<file path="src/rtl/core/msc_pkg.sv">
// shared types and constants of the merge sort block
package msc_pkg;

    localparam int DATA_W = 32;
    localparam int CNT_W  = 9;

    typedef enum logic [3:0] {
        ST_LOAD,
        ST_INIT,
        ST_SPLIT,
        ST_RET,
        ST_COPY,
        ST_COPY_END,
        ST_MRD,
        ST_MWR,
        ST_EMIT_RD,
        ST_EMIT_LD
    } msc_state_t;

    typedef enum logic [3:0] {
        OP_IDLE,
        OP_LOAD,
        OP_INIT,
        OP_PUSH,
        OP_RIGHT,
        OP_POP,
        OP_COPY,
        OP_MSETUP,
        OP_MRD,
        OP_MWR,
        OP_EMIT_RD,
        OP_EMIT_LD
    } msc_op_t;

    typedef struct packed {
        logic seg_split;
        logic stack_empty;
        logic top_merge;
        logic seg_last;
        logic emit_last;
        logic out_busy;
    } msc_sts_t;

endpackage

</file>
<file path="src/rtl/core/msc_ctrl.sv">
// sequencer state machine of the merge sort block
module msc_ctrl (
    input  logic              aclk,
    input  logic              aresetn,
    input  logic              s_valid,
    input  logic              s_last,
    output logic              s_ready,
    input  msc_pkg::msc_sts_t sts,
    output msc_pkg::msc_op_t  cmd
);
    import msc_pkg::*;

    msc_state_t state_reg;
    msc_state_t state_next;

    always_ff @(posedge aclk) begin
        if (!aresetn) begin
            state_reg <= ST_LOAD;
        end else begin
            state_reg <= state_next;
        end
    end

    always_comb begin
        state_next = state_reg;
        cmd        = OP_IDLE;
        s_ready    = 1'b0;
        unique case (state_reg)
            ST_LOAD: begin
                s_ready = 1'b1;
                if (s_valid) begin
                    cmd = OP_LOAD;
                    if (s_last) begin
                        state_next = ST_INIT;
                    end
                end
            end
            ST_INIT: begin
                cmd        = OP_INIT;
                state_next = ST_SPLIT;
            end
            ST_SPLIT: begin
                if (sts.seg_split) begin
                    cmd = OP_PUSH;
                end else begin
                    state_next = ST_RET;
                end
            end
            ST_RET: begin
                if (sts.stack_empty) begin
                    state_next = ST_EMIT_RD;
                end else if (sts.top_merge) begin
                    cmd        = OP_POP;
                    state_next = ST_COPY;
                end else begin
                    cmd        = OP_RIGHT;
                    state_next = ST_SPLIT;
                end
            end
            ST_COPY: begin
                cmd = OP_COPY;
                if (sts.seg_last) begin
                    state_next = ST_COPY_END;
                end
            end
            ST_COPY_END: begin
                cmd        = OP_MSETUP;
                state_next = ST_MRD;
            end
            ST_MRD: begin
                cmd        = OP_MRD;
                state_next = ST_MWR;
            end
            ST_MWR: begin
                cmd        = OP_MWR;
                state_next = sts.seg_last ? ST_RET : ST_MRD;
            end
            ST_EMIT_RD: begin
                if (!sts.out_busy) begin
                    cmd        = OP_EMIT_RD;
                    state_next = ST_EMIT_LD;
                end
            end
            ST_EMIT_LD: begin
                cmd        = OP_EMIT_LD;
                state_next = sts.emit_last ? ST_LOAD : ST_EMIT_RD;
            end
            default: begin
                state_next = ST_LOAD;
            end
        endcase
    end

endmodule

</file>
<file path="config.mk">
export PLATFORM = sky130hd
export DESIGN_NAME = msc_ctrl
export DESIGN_NICKNAME = d
export VERILOG_FILES = /design/src/rtl/core/msc_pkg.sv /design/src/rtl/core/msc_ctrl.sv
export SDC_FILE = /design/constraint.sdc
export NUM_CORES = 1
export LEC_CHECK = 0
export ABC_AREA = 1
export ABC_CLOCK_PERIOD_IN_PS = 1100
export BUFFER_PORTS_ARGS = -buffer_cell sky130_fd_sc_hd__buf_4
export CAP_MARGIN = 20
export CORE_AREA = 10 10 47 49
export DETAILED_ROUTE_END_ITERATION = 8
export DIE_AREA = 0 0 57 59
export GPL_TIMING_DRIVEN = 0
export PLACE_DENSITY = 0.56
export SLEW_MARGIN = 25
export SYNTH_ARGS = -nofsm -noshare
export SYNTH_HDL_FRONTEND = slang
export SYNTH_SLANG_ARGS = --single-unit
</file>
<file path="constraint.sdc">
create_clock -name aclk -period 1.1 [get_ports aclk]
set_input_delay 0.165 -clock aclk [delete_from_list [all_inputs] [get_ports aclk]]
set_output_delay 0.165 -clock aclk [all_outputs]
set_load 0.005 [all_outputs]
</file>
After elaboration in Yosys (flattened, before gate mapping):

Index checks and enable logic that the tools add are counted.

* bits in writable memories: 0
* register bits after elaboration: 4
* bits in latches: 0
* ROM bits: 0
* memories kept: 0
* input port bits: 10

* $mul: 0
* shift-type cells: 0
* equality and inequality tests: 14
* add/sub/neg operators: 0
* $lt $le $gt $ge: 0
* reductions and logical operators: 2
* divide/modulo/power cells: 0
* bitwise operators: 0
* mux-type cells: 17

Operators with widths (count)
* $pmux W4 S10: 2
* $mux W4: 8
* $eq A4 B3 Y1 const B: 4
* $ne A2 B2 Y1 const B: 5
* $mux W3: 3
* $eq A4 B2 Y1 const B: 2
* $eq A4 B4 Y1 const B: 2
* $reduce_and A5 Y1: 1
* $eq A4 B1 Y1 const B: 1
* $logic_not A4 Y1: 1
* $mux W1: 3
* $mux W2: 1

Longest topological paths before layout:

Gate-level depths: netlist of run 1.

* depth in word-level cells: 3
* depth in mapped cells: 8
* gate-level depth less buffers: 8

Least setup slack after synthesis of run 1:

Ideal clock, no wire load.

* kind: register -> output
* start: register state_reg[0]
* end: output cmd[0]
* buffers on the path: 0
* setup slack: 0.010 ns
* cell stages (with the launch flop): 6
* data arrival time: 0.925 ns
* cell sequence: dfxtp_1 nor2_1 inv_1 nor2_2 nand2_1 nand4_1

* word-level cells in the longest chain between the ends: 2

RTL lines
* from (decl): line msc_ctrl.sv:13 `msc_state_t state_reg;`
* from (signal assigned): line msc_ctrl.sv:20 `state_reg <= state_next;`
* $eq A4 B4 Y1 (tied with other cells): line msc_ctrl.sv:28 `unique case (state_reg)`
* $pmux W4 S10 *: line msc_ctrl.sv:28
* to (decl): line msc_ctrl.sv:9 `output msc_pkg::msc_op_t cmd`

Mark *: on every way between the ends. The rest lies on a longest branch, timed or not.

Worst setup path after layout of run 1:

* start: register state_reg[2]
* end: output cmd[0]

The elaborated chain is that of the path after synthesis.

==> results of run 1 <==
## cell usage after synthesis
cell      instances
nor2_2            2
nor2_4            4
o21ai_0           2
nand2_1          17
nand3_1           8
nor2_1            6
nand2_2           1
inv_1             9
nand4_1           3
a21oi_1           3
dfxtp_1           4
clkinv_1          1
o211ai_1          1
inv_2             3
## power by group through the flow
stage	registers, mW	logic (mW)	clock network, mW
detailed placement	0.201	0.313	0
floorplan	0.194	0.184	0
CTS	0.204	0.326	0.191
finish	0.214	0.349	0.176
global placement	0.202	0.312	0
global route	0.218	0.396	0.205
## final cells by class
cell class                 count  area, um^2  share of cell area
clock buffer                   3       22.52             0.03789
inverter                      13       51.30             0.08632
multi-input combinational     47       284.0              0.4779
sequential                     4       92.59              0.1558
tap                           16       20.02             0.03368
timing repair buffer          16       123.9              0.2084
## timing repair
item                       CTS  global route
gates resized for setup      9            13
pin swaps                    2             6
buffers inserted             1             1
setup endpoints to repair    6             6
## critical path, stage by stage (launching register included)
cell	delay, ns
dfxtp_4	0.36
nor2_4	0.19
nand2_2	0.09
nor2_4	0.10
nand2_2	0.07
nand4_1	0.08
buf_4	0.11
## routing by layer
| metal | share of wire | wire length [um] | up-vias | track usage |
|---|---|---|---|---|
| li1 | - | - | 240 | - |
| met1 | 0.44 | 486 | 204 | 0.08649 |
| met2 | 0.52 | 577 | 10 | 0.09612 |
| met3 | 0.023 | 25 | 2 | 0.008584 |
| met4 | 0.014 | 15 | 0 | 0.05034 |
| met5 | 0 | 0 | - | 0 |
## logic make-up after synthesis
| family | after synthesis | share of synthesized area |
|---|---|---|
| buffers and inverters | 13 | 0.1317 |
| DFF | 4 | 0.2162 |
| and+or+nand+nor | 41 | 0.5642 |
| AOI/OAI and AO/OA | 6 | 0.08783 |
## stage by stage
step	util	instance area (um^2)	worst slack (ns)
after global placement	0.3536	495.5	-0.2016
after floorplan	-	370.4	0.01042
after detailed placement	0.3536	495.5	-0.1904
after CTS	0.3893	545.5	-0.3219
final	0.4241	594.3	-0.2934
after global routing	0.4241	594.3	-0.4110
## worst max path at each step
stage / from / end / slack, ns / cells past startpoint
3_5_place_dp: state_reg[0] / cmd[0] / -0.19 / 6
3_3_place_gp: state_reg[0] / cmd[0] / -0.20 / 6
6_report: state_reg[2] / cmd[0] / -0.29 / 6
4_1_cts: state_reg[3] / cmd[0] / -0.32 / 6
2_1_floorplan: state_reg[0] / cmd[0] / 0.01 / 5
5_1_grt: state_reg[3] / cmd[0] / -0.41 / 7
==> impl_metrics.ini, run 1 <==
[clocking]
worstSkewPairLatency_ns = 0.23
cts_hold_buffers = 0
cts_sinks = 4
htreeDepth = 1
clockRootBuffer = clkbuf_4
cts.clk_slew.worst_paths_ns = 0.03
cts_tree = yes
cts_buffers = 3
cts_buffer_depth = 2

[detailed_routing]
drt_iter0_drc = 2
drtAntennaViolNets = 0
first_pass_iters = 3
wl_per_cell_um = 11.16
drc_errors = 0
wirelength_um = 1105
viasPerCell = 4.606
vias = 456

[sta]
whs_ns = 0.1248
slew-limit-headroom = 0.8732
fin_setup_tns_ns = -1.226
tightest_slew_ns = 0.1895
setup_viol = 5
finalClockSkew_ns = 0.0006615
slew_violations = 0
hold_viol_final = 0
rsz0062_at_grt = true
postLayoutSetupSlackWorst_ns = -0.2934
fmax_mhz = 717.7
fin_crit_sh = 1.267
period_needed_ns = 1.393

[pwr]
switching_share = 0.3747
ir_drop_mv = 0.7302
p_leak_nw = 0.2936
comb_power_share = 0.472
power_density_nw_per_um2 = 1245
total_power_mw = 0.7400
p_sw_mw = 0.2773
internal_power_mw = 0.4627
power_frac_clock = 0.238
pwr-share-seq = 0.289

[floorplan]
core.rowCount = 14
die_w_um = 57
core_um2 = 1401
die-area_um2 = 3363
io_pins = 15
start_util = 0.2643
chipHeight_um = 59

[placed_design]
dp_cells = 94
dp_hpwl_um = 848.9
portBuffers = 14
gp_congestion = 0.7917

[setup_path]
reg2reg_to = state_reg[0]
cp_max_fo = 6
worstSetupEndpointType = output port
crit_required_ns = 0.94
path_class = reg2out
cp_data_arrival_time_ns = 1.23
r2r_slack_ns = 0.02
rr_startpoint = state_reg[2]
reg2reg_depth = 7
start_kind = flip-flop

[logic_synthesis]
synth_nets = 74
synthCells = 64
synth_top_area_share = 0.2162
ys_ff_latch = 4
synth_area_leaders = dfxtp_1 22%, nand2_1 17%, nor2_4 12%
yosysUniqueCellTypes = 14
synth_sequential_area_ratio = 0.2162
synth_top_area_cell = dfxtp_1
netlist_area_um2 = 370.4
ys_warn_count = 0
avgSynthCellArea_um2 = 5.787

[hold_path]
holdPathEnd = state_reg[3]
worst_hold_path.num_cells = 3
hold_start = aresetn
hold_path.class = in2reg

[cells_and_area]
final_net_count = 95
instances_no_fill = 99
fill_cells = 156
final_common_cell = buf_4
diodes = 0
area_growth_pct = 60.47
layout_common_cells = 15 x buf_4, 12 x nand2_1, 9 x inv_1
drive_above_1_share = 0.5181
largest_register_ffs = 4

[global_routing]
grt_max_degree = 8
grt_pass1_vias = 436
grt_pass1_wl_um = 1863
grt_overflow = 0
track_usage = 0.06649
antenna_found_initial = 0

[run_status]
run_status = complete, but fails checks
violations = setup timing

[job]
drv_cap = 0
No activity file was read; power rests on OpenSTA's default activity.
==> run 2, diff against run 1 <==
Settings changed: ABC_CLOCK_PERIOD_IN_PS 1100 to 1200, PLACE_DENSITY 0.56 to 0.58.
Clock period 1.1 ns to 1.2 ns, I/O delays scaled along.
==> run 2 against run 1 <==
  * The run still ends with setup timing left
  * Design area is 9.5% higher
  * Via count is 7.2% higher
  * Critical path type unchanged
  * Non-clock buffer count is 8 higher
  * Hold slack better by 0.020 ns
  * Die area stayed put
  * Critical endpoint unchanged
  * Largest cell class unchanged
  * Highest routed layer is now met3
  * Sequential share of layout area is 0.96 points lower
  * Sequential power is 5% lower
  * Wire length is 7.8% higher
==> impl_metrics.ini, run 2 (synthesis results as in run 1) <==
[clocking]
worstSkewPairLatency_ns = 0.23
cts.clk_slew.worst_paths_ns = 0.03
cts_buffers = 3
clockRootBuffer = clkbuf_4
htreeDepth = 1
cts_buffer_depth = 2
cts_sinks = 4
cts_tree = yes

[placed_design]
portBuffers = 14
dp_hpwl_um = 877.9
gp_congestion = 0.7938

[cells_and_area]
diodes = 0
drive_above_1_share = 0.5604
area_growth_pct = 75.68
final_common_cell = buf_4
final_net_count = 103
multiInputGateArea_um2 = 276.5
layout_common_cells = 23 x buf_4, 12 x nand2_1, 7 x inv_1, 7 x nand3_1, 6 x nor2_4
largest_register_ffs = 4
fill_cells = 160
seq_area_um2 = 95.09

[run_status]
violations = setup timing
run_status = complete, but fails checks

[global_routing]
use_met2 = 0.1302
grt_pass1_wl_um = 2104
grt-busiest-layer = met2
grt_util_met1 = 0.07500
use_met3 = 0.01931
antenna_found_initial = 0
track_usage = 0.07439
grt_max_degree = 8
grt_overflow = 0
grt_pass1_vias = 535

[floorplan]
chipHeight_um = 59
start_util = 0.2643
die_w_um = 57
core.rowCount = 14
core_um2 = 1401
die-area_um2 = 3363
io_pins = 15

[pwr]
power_density_nw_per_um2 = 1121
ir_drop_mv = 0.7319
total_power_mw = 0.7291
p_leak_nw = 0.3456

[setup_path]
path_class = reg2out
r2r_slack_ns = 0
start_kind = flip-flop
cp_max_fo = 5
worstSetupEndpointType = output port
crit_required_ns = 1.02
reg2reg_depth = 9
reg2reg_to = state_reg[1]
cp_data_arrival_time_ns = 1.21
rr_startpoint = state_reg[0]
cp-startpoint = state_reg[2]

[hold_path]
worst_hold_path.num_cells = 3
hold_start = aresetn
hold_path.class = in2reg
holdPathEnd = state_reg[3]

[detailed_routing]
wl_per_cell_um = 11.13
wirelength_um = 1191
drtAntennaViolNets = 0
viasPerCell = 4.570
vias = 489
first_pass_iters = 4
drc_errors = 0
drt_iter0_drc = 12

[sta]
period_needed_ns = 1.386
slew_violations = 0
hold_viol_final = 0
fmax_mhz = 721.5
slew-limit-headroom = 0.8773
rsz0062_at_grt = true
setup_viol = 5
tightest_slew_ns = 0.1832
fin_setup_tns_ns = -0.6751
finalClockSkew_ns = 0.002516
fin_crit_sh = 1.155
postLayoutSetupSlackWorst_ns = -0.1861

[job]
drv_cap = 0
[run 2: metrics by stage]
| stage | instance area (um^2) | util | worst slack, ns | std cells | hold slack (ns) |
|---|---|---|---|---|---|
| CTS | 614.3 | 0.4384 | -0.2219 | 104 | 0.1318 |
| global route | 650.6 | 0.4643 | -0.2848 | 107 | 0.1840 |
| floorplan | 370.4 | - | 0.09542 | 64 | 0.2776 |
| detailed placement | 495.5 | 0.3536 | -0.1099 | 94 | 0.3773 |
| global placement | 495.5 | 0.3536 | -0.1119 | 94 | 0.3783 |
| finish | 650.6 | 0.4643 | -0.1861 | 107 | 0.1452 |
[run 2: how the worst max path moves through the flow]
stage / cells after the start / slack (ns) / endpoint
final: 6 / -0.19 / cmd[0]
after global placement: 6 / -0.11 / cmd[0]
after detailed placement: 6 / -0.11 / cmd[1]
after CTS: 6 / -0.22 / cmd[0]
after global routing: 6 / -0.28 / cmd[0]
after floorplan: 5 / 0.1 / cmd[0]
[run 2: cell type report]
class	instances	area share
timing repair buffer	24	0.2827
multi-input combinational	47	0.4250
tap	16	0.03077
sequential	4	0.1462
clock buffer	3	0.03462
inverter	13	0.08077
[run 2: power breakdown]
| part | switching [mW] | total [mW] | internal, mW |
|---|---|---|---|
| Clock | 0.0481 | 0.159 | 0.111 |
| Combinational | 0.177 | 0.366 | 0.189 |
| Sequential | 0.0454 | 0.204 | 0.158 |
[run 2: routing by layer]
metal	part of all wire	up-vias
met4	0	0
met1	0.38	221
met2	0.55	13
met5	0	-
met3	0.063	0
li1	-	255
[run 2: repair_timing]
action,in CTS,in global routing
setup buffers,7,3
hold buffers,0,0
setup endpoints to repair,5,7
resized for setup,17,6
pin swaps,6,7
[run 2: worst max-delay path: stages, from the launching register on]
cell	delay, ns
dfxtp_4	0.35
buf_4	0.14
inv_2	0.06
nor2_4	0.05
a21oi_1	0.14
nand4_1	0.10
buf_4	0.14
==> run 3, diff against run 2 <==
Settings changed: ABC_AREA 1 to 0, GPL_TIMING_DRIVEN 0 to default.
==> run 3 against run 2 <==
  * The flow still finishes with violations (setup timing)
  * Largest cell class unchanged
  * Synthesized cell count down 23%
  * Sequential share of layout area down 0.69 points
  * Via count down 2.7%
  * Non-clock buffer count unchanged
  * Sequential power down 21%
  * Clock skew up 0.0099 ns
  * Hold slack better by 0.010 ns
  * Wire length down 1.9%
  * Die area unchanged
  * Highest routed layer is now met4
  * Worst setup slack worse by 0.27 ns
==> impl_metrics.ini, run 3 <==
[sta]
setup_viol = 5
fin_crit_sh = 1.384
rsz0062_at_grt = true
slew-limit-headroom = 0.8389
slew_violations = 0
period_needed_ns = 1.661
hold_viol_final = 0
tightest_slew_ns = 0.2395
postLayoutSetupSlackWorst_ns = -0.4608
whs_ns = 0.1557
finalClockSkew_ns = 0.01242
fmax_mhz = 602.1

[logic_synthesis]
yosysUniqueCellTypes = 30
synthArstFlopShare = 0
ys_ff_latch = 4
synth_edf_count = 0
avgSynthCellArea_um2 = 7.737
yosys-top-cells-count = 4 x dfxtp_1, 4 x nand2_1, 4 x nor2_1
synthCells = 49
synth_sequential_area_ratio = 0.2112
netlist_area_um2 = 379.1
synth_top_area_share = 0.2112
synth_top_area_cell = dfxtp_1
synth_ff_type = dfxtp_1
ys_warn_count = 0
synth_area_leaders = dfxtp_1 21%, nand4bb_4 7.3%, a21oi_1 4.0%
synth_nets = 59

[cells_and_area]
layout_common_cells = 20 x buf_4, 4 x nor2_1, 4 x buf_6
instances_no_fill = 87
drive_above_1_share = 0.5070
final_net_count = 83
fin_util = 0.4295
area_growth_pct = 58.75
largest_register_ffs = 4
stdcell_area_um2 = 601.8
final_common_cell = buf_4
diodes = 0

[setup_path]
path_class = reg2out
cpLargestDelayFamily = simple AND/OR/NAND/NOR gates
worstSetupEndpointType = output port
cp_data_arrival_time_ns = 1.48
start_kind = flip-flop
cp_cell_sequence = or4b_1 -> a31oi_1 -> a311o_1 -> buf_4
cp_max_fo = 4
crit_buf_inv = 1
cpMaxStageDelayCell = or4b_1
slowest_delay_ns = 0.51
crit_required_ns = 1.02

[clocking]
cts_hold_buffers = 0
worstSkewPairLatency_ns = 0.25
clockRootBuffer = clkbuf_4
cts_buffers = 3
cts_tree = yes
htreeDepth = 1
cts_sinks = 4
cts_setup_buffers = 0
cts_buffer_depth = 2
cts.clk_slew.worst_paths_ns = 0.05

[detailed_routing]
drt_iter0_drc = 3
drtAntennaViolNets = 0
drc_errors = 0
vias = 476
wl_per_cell_um = 13.43
viasPerCell = 5.471
first_pass_iters = 5
wirelength_um = 1168

[placed_design]
dp_cells = 84
portBuffers = 14
dp_hpwl_um = 894.7
gp_congestion = 0.7075
place_area_um2 = 550.5

[floorplan]
core_um2 = 1401
die_w_um = 57
start_util = 0.2705
io_pins = 15
die-area_um2 = 3363
core.rowCount = 14
chipHeight_um = 59

[global_routing]
grt_pass1_wl_um = 1932
grt_overflow = 0
grt_max_degree = 15
grt_pass1_vias = 461
antenna_found_initial = 0
track_usage = 0.07010

[hold_path]
hold_path.class = in2reg

[pwr]
power_density_nw_per_um2 = 1029
ir_drop_mv = 0.6812
p_leak_nw = 0.2605

[job]
drv_cap = 0

[run_status]
violations = setup timing
run_status = complete, but fails checks
-- run 3: cell families after synthesis --
group | after synthesis | synth area share
AO/OA/AOI/OAI | 16 | 0.3070
buffers and inverters | 8 | 0.1089
AND/OR/NAND/NOR | 21 | 0.3729
flip-flops | 4 | 0.2112
-- run 3: area by class of cell --
cell class                 count  area (um^2)
timing repair buffer          24        195.2
multi-input combinational     37        269.0
fill                         157        799.5
tap                           16        20.02
clock buffer                   3        22.52
sequential                     4        83.83
inverter                       3        11.26
-- run 3: metrics by stage --
stage          setup WS, ns  setup TNS, ns  total power, mW
2_1_floorplan       -0.1395        -0.1395           0.3035
3_3_place_gp        -0.1755        -0.3495           0.4201
3_5_place_dp        -0.1870        -0.3998           0.4202
4_1_cts             -0.4612         -1.564           0.6080
5_1_grt             -0.5059         -1.738           0.6468
6_report            -0.4608         -1.516           0.6194
-- run 3: final timing paths --
check | from | to | slack (ns) | depth (start not counted)
worst min-delay path | aresetn | state_reg[2] | 0.16 | 2
worst min register to register | state_reg[3] | state_reg[1] | 0.58 | 2
worst max-delay path | state_reg[1] | cmd[0] | -0.46 | 4
worst max register to register | state_reg[2] | state_reg[0] | 0.02 | 4
-- run 3: per-layer routing --
metal / vias up / GRT usage / routed length, um
met5: - / 0 / 0
met3: 2 / 0.02146 / 73
met2: 15 / 0.1085 / 545
met1: 227 / 0.07986 / 526
met4: 0 / 0.05034 / 22
li1: 232 / - / -
-- run 3: timing repair --
| action | CTS | global route |
|---|---|---|
| endpoints found under the setup margin | 6 | 7 |
| gates resized for setup | 4 | 7 |
| pin swaps | 2 | 0 |
-- run 3: worst register-to-register path: stages, from the launching register on --
cell and delay, ns:
dfxtp_2 0.34, buf_6 0.13, inv_2 0.05, o21a_1 0.17, o311a_1 0.35
-- run 3: report_power, final --
part           internal [mW]  switching (mW)
clock                  0.113          0.0696
sequential             0.149          0.0123
combinational          0.156           0.120
total                  0.417           0.202
